--- src/hw/rtl/tts_pkg.sv ---
`timescale 1ns / 1ps

package tts_pkg;

   // coordinate format: signed fixed point, fixed by the interface
   localparam int COORD_WIDTH = 16;
   localparam int DIFF_WIDTH  = COORD_WIDTH + 1;
   localparam int PROD_WIDTH  = 2 * DIFF_WIDTH;

   // input vertex indices
   localparam logic [1:0] VERT_A = 2'd0;
   localparam logic [1:0] VERT_B = 2'd1;
   localparam logic [1:0] VERT_C = 2'd2;

   // trapezoid counts
   localparam logic [1:0] COUNT_NONE  = 2'd0;
   localparam logic [1:0] COUNT_FLAT  = 2'd1;
   localparam logic [1:0] COUNT_SPLIT = 2'd2;

   typedef logic signed [COORD_WIDTH-1:0] coord_type;
   typedef logic signed [DIFF_WIDTH-1:0]  diff_type;
   typedef logic signed [PROD_WIDTH-1:0]  prod_type;

   typedef enum logic [1:0] {
      KIND_DEGEN,
      KIND_FLAT_TOP,
      KIND_FLAT_BOT,
      KIND_SPLIT
   } kind_type;

   typedef struct packed {
      coord_type vert_a_x;
      coord_type vert_a_y;
      coord_type vert_b_x;
      coord_type vert_b_y;
      coord_type vert_c_x;
      coord_type vert_c_y;
   } req_type;

   typedef struct packed {
      logic [1:0] trap_count;
      coord_type  top_y;
      coord_type  bottom_y;
      logic [1:0] left_start;
      logic [1:0] left_end;
      logic [1:0] right_start;
      logic [1:0] right_end;
      logic       last;
   } rsp_type;

   typedef struct packed {
      coord_type  x;
      coord_type  y;
      logic [1:0] idx;
   } vert_type;

   // vertices after the y sort
   typedef struct packed {
      vert_type v1;
      vert_type v2;
      vert_type v3;
   } sort_type;

   // classified triangle with edge deltas
   typedef struct packed {
      kind_type   kind;
      coord_type  y1;
      coord_type  y2;
      coord_type  y3;
      logic [1:0] i1;
      logic [1:0] i2;
      logic [1:0] i3;
      diff_type   dx31;
      diff_type   dx21;
      diff_type   dy21;
      diff_type   dy31;
   } delta_type;

   // classified triangle with side-test products
   typedef struct packed {
      kind_type   kind;
      coord_type  y1;
      coord_type  y2;
      coord_type  y3;
      logic [1:0] i1;
      logic [1:0] i2;
      logic [1:0] i3;
      prod_type   p_long;
      prod_type   p_mid;
   } edge_type;

endpackage

--- src/hw/rtl/tts_sort.sv ---
`timescale 1ns / 1ps

module tts_sort (
   input  logic             clock,
   input  logic             reset,
   input  logic             advance,
   input  logic             in_valid,
   input  tts_pkg::req_type in_data,
   output logic             out_valid,
   output tts_pkg::sort_type out_data
);
   import tts_pkg::*;

   logic     valid_ff;
   sort_type data_ff;
   sort_type data_in;

   // three compare-swaps on y: (1,2), (1,3), (2,3); equal y values are not swapped
   always_comb begin
      vert_type a;
      vert_type b;
      vert_type c;
      vert_type t;
      a = '{x: in_data.vert_a_x, y: in_data.vert_a_y, idx: VERT_A};
      b = '{x: in_data.vert_b_x, y: in_data.vert_b_y, idx: VERT_B};
      c = '{x: in_data.vert_c_x, y: in_data.vert_c_y, idx: VERT_C};
      t = a;
      if (a.y > b.y) begin
         t = a; a = b; b = t;
      end
      if (a.y > c.y) begin
         t = a; a = c; c = t;
      end
      if (b.y > c.y) begin
         t = b; b = c; c = t;
      end
      data_in = '{v1: a, v2: b, v3: c};
   end

   always_ff @(posedge clock) begin
      if (reset) begin
         valid_ff <= 1'b0;
      end else if (advance) begin
         valid_ff <= in_valid;
      end
   end

   always_ff @(posedge clock) begin
      if (advance) begin
         data_ff <= data_in;
      end
   end

   assign out_valid = valid_ff;
   assign out_data  = data_ff;

endmodule

--- src/hw/rtl/tts_edge.sv ---
`timescale 1ns / 1ps

module tts_edge (
   input  logic              clock,
   input  logic              reset,
   input  logic              advance,
   input  logic              in_valid,
   input  tts_pkg::sort_type in_data,
   output logic              out_valid,
   output tts_pkg::edge_type out_data
);
   import tts_pkg::*;

   logic      delta_valid_ff;
   delta_type delta_ff;
   delta_type delta_in;
   logic      edge_valid_ff;
   edge_type  edge_ff;
   edge_type  edge_in;

   // classify and take edge deltas
   always_comb begin
      vert_type v1;
      vert_type v2;
      vert_type v3;
      vert_type t;
      kind_type kind;
      v1 = in_data.v1;
      v2 = in_data.v2;
      v3 = in_data.v3;
      t  = v1;
      if ((v1.y == v2.y && v1.y == v3.y) || (v1.x == v2.x && v1.x == v3.x)) begin
         kind = KIND_DEGEN;
      end else if (v1.y == v2.y) begin
         kind = KIND_FLAT_TOP;
         if (v1.x > v2.x) begin
            t = v1; v1 = v2; v2 = t;
         end
      end else if (v2.y == v3.y) begin
         kind = KIND_FLAT_BOT;
         if (v2.x > v3.x) begin
            t = v2; v2 = v3; v3 = t;
         end
      end else begin
         kind = KIND_SPLIT;
      end
      delta_in.kind = kind;
      delta_in.y1   = v1.y;
      delta_in.y2   = v2.y;
      delta_in.y3   = v3.y;
      delta_in.i1   = v1.idx;
      delta_in.i2   = v2.idx;
      delta_in.i3   = v3.idx;
      delta_in.dx31 = DIFF_WIDTH'(v3.x) - DIFF_WIDTH'(v1.x);
      delta_in.dx21 = DIFF_WIDTH'(v2.x) - DIFF_WIDTH'(v1.x);
      delta_in.dy21 = DIFF_WIDTH'(v2.y) - DIFF_WIDTH'(v1.y);
      delta_in.dy31 = DIFF_WIDTH'(v3.y) - DIFF_WIDTH'(v1.y);
   end

   // side test products: long edge (x3-x1)*(y2-y1), middle (x2-x1)*(y3-y1)
   always_comb begin
      edge_in.kind   = delta_ff.kind;
      edge_in.y1     = delta_ff.y1;
      edge_in.y2     = delta_ff.y2;
      edge_in.y3     = delta_ff.y3;
      edge_in.i1     = delta_ff.i1;
      edge_in.i2     = delta_ff.i2;
      edge_in.i3     = delta_ff.i3;
      edge_in.p_long = PROD_WIDTH'(delta_ff.dx31) * PROD_WIDTH'(delta_ff.dy21);
      edge_in.p_mid  = PROD_WIDTH'(delta_ff.dx21) * PROD_WIDTH'(delta_ff.dy31);
   end

   always_ff @(posedge clock) begin
      if (reset) begin
         delta_valid_ff <= 1'b0;
         edge_valid_ff  <= 1'b0;
      end else if (advance) begin
         delta_valid_ff <= in_valid;
         edge_valid_ff  <= delta_valid_ff;
      end
   end

   always_ff @(posedge clock) begin
      if (advance) begin
         delta_ff <= delta_in;
         edge_ff  <= edge_in;
      end
   end

   assign out_valid = edge_valid_ff;
   assign out_data  = edge_ff;

endmodule

--- src/hw/rtl/tts_emit.sv ---
`timescale 1ns / 1ps

module tts_emit (
   input  logic              clock,
   input  logic              reset,
   input  logic              in_valid,
   input  tts_pkg::edge_type in_data,
   output logic              advance,
   output logic              rsp_valid,
   input  logic              rsp_stall,
   output tts_pkg::rsp_type  rsp_data
);
   import tts_pkg::*;

   typedef struct packed {
      kind_type   kind;
      logic       right;
      coord_type  y1;
      coord_type  y2;
      coord_type  y3;
      logic [1:0] i1;
      logic [1:0] i2;
      logic [1:0] i3;
   } hold_type;

   logic     valid_ff;
   logic     valid_in;
   logic     phase_ff;
   logic     phase_in;
   hold_type hold_ff;
   hold_type hold_in;
   logic     xfer;

   // long edge on the right when at or right of the middle vertex
   always_comb begin
      hold_in.kind  = in_data.kind;
      hold_in.right = (in_data.p_long >= in_data.p_mid);
      hold_in.y1    = in_data.y1;
      hold_in.y2    = in_data.y2;
      hold_in.y3    = in_data.y3;
      hold_in.i1    = in_data.i1;
      hold_in.i2    = in_data.i2;
      hold_in.i3    = in_data.i3;
   end

   // result fields for the held triangle and the current phase
   always_comb begin
      rsp_data = '0;
      rsp_data.last = 1'b1;
      case (hold_ff.kind)
         KIND_DEGEN: begin
            rsp_data.trap_count = COUNT_NONE;
         end
         KIND_FLAT_TOP: begin
            rsp_data.trap_count  = COUNT_FLAT;
            rsp_data.top_y       = hold_ff.y1;
            rsp_data.bottom_y    = hold_ff.y3;
            rsp_data.left_start  = hold_ff.i1;
            rsp_data.left_end    = hold_ff.i3;
            rsp_data.right_start = hold_ff.i2;
            rsp_data.right_end   = hold_ff.i3;
         end
         KIND_FLAT_BOT: begin
            rsp_data.trap_count  = COUNT_FLAT;
            rsp_data.top_y       = hold_ff.y1;
            rsp_data.bottom_y    = hold_ff.y3;
            rsp_data.left_start  = hold_ff.i1;
            rsp_data.left_end    = hold_ff.i2;
            rsp_data.right_start = hold_ff.i1;
            rsp_data.right_end   = hold_ff.i3;
         end
         KIND_SPLIT: begin
            rsp_data.trap_count = COUNT_SPLIT;
            if (!phase_ff) begin
               // upper half, down to the middle vertex
               rsp_data.last     = 1'b0;
               rsp_data.top_y    = hold_ff.y1;
               rsp_data.bottom_y = hold_ff.y2;
               rsp_data.left_start  = hold_ff.i1;
               rsp_data.right_start = hold_ff.i1;
               if (hold_ff.right) begin
                  rsp_data.left_end  = hold_ff.i2;
                  rsp_data.right_end = hold_ff.i3;
               end else begin
                  rsp_data.left_end  = hold_ff.i3;
                  rsp_data.right_end = hold_ff.i2;
               end
            end else begin
               // lower half, from the middle vertex
               rsp_data.top_y    = hold_ff.y2;
               rsp_data.bottom_y = hold_ff.y3;
               rsp_data.left_end  = hold_ff.i3;
               rsp_data.right_end = hold_ff.i3;
               if (hold_ff.right) begin
                  rsp_data.left_start  = hold_ff.i2;
                  rsp_data.right_start = hold_ff.i1;
               end else begin
                  rsp_data.left_start  = hold_ff.i1;
                  rsp_data.right_start = hold_ff.i2;
               end
            end
         end
         default: begin
            rsp_data.trap_count = COUNT_NONE;
         end
      endcase
   end

   assign rsp_valid = valid_ff;
   assign xfer      = valid_ff && !rsp_stall;
   // pipeline moves when the holding register is empty or frees up now
   assign advance   = !valid_ff || (xfer && rsp_data.last);

   always_comb begin
      valid_in = valid_ff;
      phase_in = phase_ff;
      if (advance) begin
         valid_in = in_valid;
         phase_in = 1'b0;
      end else if (xfer) begin
         phase_in = 1'b1;
      end
   end

   always_ff @(posedge clock) begin
      if (reset) begin
         valid_ff <= 1'b0;
         phase_ff <= 1'b0;
      end else begin
         valid_ff <= valid_in;
         phase_ff <= phase_in;
      end
   end

   always_ff @(posedge clock) begin
      if (advance) begin
         hold_ff <= hold_in;
      end
   end

   // second phase only exists for a held split triangle
   assert property (@(posedge clock) disable iff (reset)
      phase_ff |-> (valid_ff && hold_ff.kind == KIND_SPLIT))
      else $error("second phase without a held split triangle");

   // a first-half transfer is always followed by the second half
   assert property (@(posedge clock) disable iff (reset)
      (xfer && !rsp_data.last) |=> (valid_ff && phase_ff))
      else $error("split triangle lost its second trapezoid");

   // a new triangle always starts at the first phase
   assert property (@(posedge clock) disable iff (reset)
      (advance && in_valid) |=> !phase_ff)
      else $error("new triangle loaded in second phase");

   // nothing is presented right after reset
   assert property (@(posedge clock)
      reset |=> !valid_ff)
      else $error("result valid after reset");

endmodule

--- src/hw/rtl/triangle_trapezoid_setup_unit.sv ---
`timescale 1ns / 1ps
// Pipeline: four register stages (sort, delta, edge product, emit hold); the result is
// presented from the emit hold register and transfers when rsp_stall is low.
// Rate: one triangle per cycle for degenerate and flat triangles while rsp_stall is low;
// a split triangle holds the pipeline while the single result register emits both halves.
// A stalled result freezes all four stages in place; nothing is dropped or repeated.
// Reset (synchronous) clears every stage valid bit and the emit phase; no state else.
module triangle_trapezoid_setup_unit (
   input  logic             clock,
   input  logic             reset,
   input  logic             req_valid,
   output logic             req_stall,
   input  tts_pkg::req_type req_data,
   output logic             rsp_valid,
   input  logic             rsp_stall,
   output tts_pkg::rsp_type rsp_data
);
   import tts_pkg::*;

   logic     advance;
   logic     sort_valid;
   sort_type sort_data;
   logic     edge_valid;
   edge_type edge_data;

   // y sort
   tts_sort u_sort (
      .clock     (clock),
      .reset     (reset),
      .advance   (advance),
      .in_valid  (req_valid),
      .in_data   (req_data),
      .out_valid (sort_valid),
      .out_data  (sort_data)
   );

   // classification, deltas and side-test products
   tts_edge u_edge (
      .clock     (clock),
      .reset     (reset),
      .advance   (advance),
      .in_valid  (sort_valid),
      .in_data   (sort_data),
      .out_valid (edge_valid),
      .out_data  (edge_data)
   );

   // side decision and trapezoid output
   tts_emit u_emit (
      .clock     (clock),
      .reset     (reset),
      .in_valid  (edge_valid),
      .in_data   (edge_data),
      .advance   (advance),
      .rsp_valid (rsp_valid),
      .rsp_stall (rsp_stall),
      .rsp_data  (rsp_data)
   );

   assign req_stall = !advance;

endmodule
--- config.mk ---
export PLATFORM = sky130hd
export DESIGN_NAME = triangle_trapezoid_setup_unit
export DESIGN_NICKNAME = d
export VERILOG_FILES = /design/src/hw/rtl/tts_pkg.sv /design/src/hw/rtl/tts_sort.sv /design/src/hw/rtl/tts_edge.sv /design/src/hw/rtl/tts_emit.sv /design/src/hw/rtl/triangle_trapezoid_setup_unit.sv
export SDC_FILE = /design/constraint.sdc
export NUM_CORES = 2
export LEC_CHECK = 0
export BUFFER_PORTS_ARGS = -buffer_cell sky130_fd_sc_hd__buf_2
export CAP_MARGIN = 20
export CORE_MARGIN = 10
export CORE_UTILIZATION = 35
export CTS_BUF_LIST = sky130_fd_sc_hd__clkbuf_4 sky130_fd_sc_hd__clkbuf_8 sky130_fd_sc_hd__clkbuf_16
export DETAILED_ROUTE_END_ITERATION = 8
export GPL_TIMING_DRIVEN = 0
export HOLD_SLACK_MARGIN = 0.08
export PLACE_DENSITY = 0.53
export SLEW_MARGIN = 0
export SYNTH_ARGS = -nofsm -noshare
export SYNTH_HDL_FRONTEND = slang
export SYNTH_HIERARCHICAL = 1
export SYNTH_SLANG_ARGS = --single-unit
--- constraint.sdc ---
create_clock -name clock -period 99.8 [get_ports clock]
set_clock_uncertainty 0.15 [all_clocks]
set_input_delay 9.98 -clock clock [delete_from_list [all_inputs] [get_ports clock]]
set_output_delay 9.98 -clock clock [all_outputs]
set_load 0.005 [all_outputs]
==> flow_summary_export.csv <==
group,metric,value,unit
logic_synthesis,synth.distinct_cells,81,
clock_tree,cts_tree,"done",
global_route,grt_antenna_before_repair,6,
timing,setup_violations,0,
placed_design,gp_congestion,0.9000,
global_route,grt_usage,17.04,%
logic_synthesis,synth_edf_count,407,
timing,rsz0062_at_grt,"false",
clock_tree,insertion_delay,0.63,ns
critical_path,crit_fanout,21,
finish,drive_above_1_share,8.513,%
logic_synthesis,syn-instance-count,4252,
clock_tree,root_buffer,"clkbuf_16",
routing,drt_iter0_drc,1905,
timing,timing.final.crit_share,21.13,%
critical_path,required,89.67,ns
timing,worst_pin_slew,0.9923,ns
routing,drt_first_pass_iters,5,
status,outcome,"finished, final reports clean",
flow_run,drv_cap,0,
clock_tree,cts_made_buffers,47,
logic_synthesis,ys_top_cells_by_area,"edfxtp_1 (28%), fa_1 (27%), ha_1 (10%)",
timing,slew_headroom,32.14,%
logic_synthesis,synth_nets,5300,
timing,hold_viol,0,
finish,nets,5509,
critical_path,end_kind,"primary output",
timing,fin_tns_setup,0,ns
routing,vias_per_cell,4.934,
critical_path,worstPathArrival,10.95,ns
placed_design,dp_hpwl,101400,µm
finish,syn2layout_area_growth,10.61,%
floorplan,dieArea,141000,µm²
clock_tree,clock-sinks,412,
logic_synthesis,synth_top_area_cell,"edfxtp_1",
timing,maxSlewViolCount,0,
placed_design,io_buffers,144,
routing,postRouteAntennaNets,0,
routing,drc_errors,0,
global_route,grt_max_degree,33,
routing,vias,30340,
floorplan,fp-row-count,130,
routing,routedWlPerCell,19.74,µm
clock_tree,cts_resized,0,
floorplan,die_y,375.5,µm
logic_synthesis,ys_ff_latch,412,
clock_tree,clk_path_buf_depth,3,
floorplan,core_area,125600,µm²
critical_path,crit_type,"input port to primary output",
floorplan,initial_utilization,35.23,%
logic_synthesis,ys_top_cells_by_count,"inv_1 (747), fa_1 (596), nand2_1 (411)",
logic_synthesis,yosysTopAreaCellShare,27.63,%
floorplan,die_width,375.5,µm
logic_synthesis,ys.warnings.count,6,
clock_tree,cts_setup_buffers,0,
logic_synthesis,syn_avg_cell_area,10.40,µm²
logic_synthesis,synth_most_common_cell,"inv_1",
clock_tree,clk_pin_slew,0.06,ns
logic_synthesis,synthFlopType,"edfxtp_1",
floorplan,pin_count,145,
global_route,grt_pass1_vias,31780,
clock_tree,h-tree-depth,2,
routing,drt-total-wl,121400,µm
timing,fin_crit,21.08,ns
critical_path,start_kind,"input port",
timing,max_freq,47.43,MHz
clock_tree,hold_buffers,0,
logic_synthesis,synthesis.area,44240,µm²
critical_path,rrSetupSlack,91.01,ns
logic_synthesis,synth-async-reset-ratio,0,%
global_route,grt_pass1_wl,186600,µm
global_route,overflow,0,
finish,antenna_cells,0,
logic_synthesis,yosysSeqAreaShare,27.85,%
worst_hold_path,hold_class,"flop to flop",
-- per-layer routing --
metal  wire length (µm)  global-route usage [%]  vias to the layer above
met5                  0                       0                        -
met4               3500                   5.151                        0
met2              57380                   28.56                      773
li1                   -                       -                    14360
met3               6986                   3.090                      156
met1              53490                   22.29                    15050
-- worst max-delay path: stages --
cell	delay (ns)
buf_2	0.12
o21ai_4	0.61
inv_1	0.08
buf_2	0.15
-- path summary, 6_finish.rpt --
| check | depth (start not counted) | to | startpoint |
|---|---|---|---|
| setup / recovery | 4 | req_stall | rsp_stall |
| setup reg to reg | 22 | u_edge/out_data[33] | u_edge/delta_ff[9] |
| hold / removal | 0 | u_emit/hold_ff[42] | u_edge/out_data[110] |
| hold reg to reg | 0 | u_emit/hold_ff[42] | u_edge/out_data[110] |
-- kinds of logic after synthesis --
logic type | count (synthesis) | share of synthesized area (%)
buf+inv | 934 | 8.284
xor+xnor | 176 | 3.484
simple gates | 1148 | 12.72
flops | 412 | 27.85
fa+ha+maj | 948 | 36.92
mux | 64 | 1.589
compound gates | 570 | 9.152
-- stage by stage --
step           util (%)  area (µm²)  cells  setup slack (ns)  hold WS [ns]
2_1_floorplan         -       44240   4252             49.73        0.2503
3_3_place_gp      37.45       47030   6046             38.79        0.2506
3_5_place_dp      37.71       47360   6062             78.68        0.2545
4_1_cts           38.97       48940   6149             78.67        0.2669
5_1_grt           38.97       48940   6149             78.58        0.2722
6_report          38.97       48940   6149             78.72        0.2662
-- state kept, by name (all words and copies together), names as in the netlist --
name                   count
u_emit/hold_ff            57
u_edge/delta_ff          124
u_edge/out_data          124
u_edge/out_valid           1
u_sort/out_data          102
u_emit/phase_ff            1
u_sort/out_valid           1
u_edge/delta_valid_ff      1
u_emit/rsp_valid           1
-- cell usage in the layout (no fill, tap or decap), types with 11 or more instances in the layout --
cell type / instances
inv_1: 747
fa_1: 596
nand2_1: 411
edfxtp_1: 407
ha_1: 352
and2_1: 297
nor2_1: 180
buf_2: 158
clkbuf_1: 152
a21oi_1: 144
xnor2_1: 118
o21ai_0: 88
o221a_2: 64
xor2_1: 58
nor3_1: 55
clkbuf_16: 47
a21o_1: 46
or3_1: 43
nand3_1: 41
mux2i_1: 41
a22oi_1: 37
nand4_1: 35
o21ai_1: 29
nor2b_1: 26
o21a_1: 26
nand2b_1: 18
buf_12: 16
a221o_1: 16
mux2_2: 16
nor4_1: 13
a211oi_1: 13
clkinv_1: 12
a31oi_1: 12
buf_4: 11
and3_1: 11
o21bai_1: 11
-- area by class of cell --
cell class,instances,area [µm²]
inverters,747,2804
multi-input cells,2906,28270
repair buffers,160,1041
well taps,1650,2064
clock buffers,55,1236
flip-flops and latches,412,12320
fillers,12510,76630
clock inverters,32,342.8
plain buffers,187,860.8
Power is left out: the tool's default activity adds up to more than one toggle a clock period on the data nets, which glitch-free logic cannot reach.
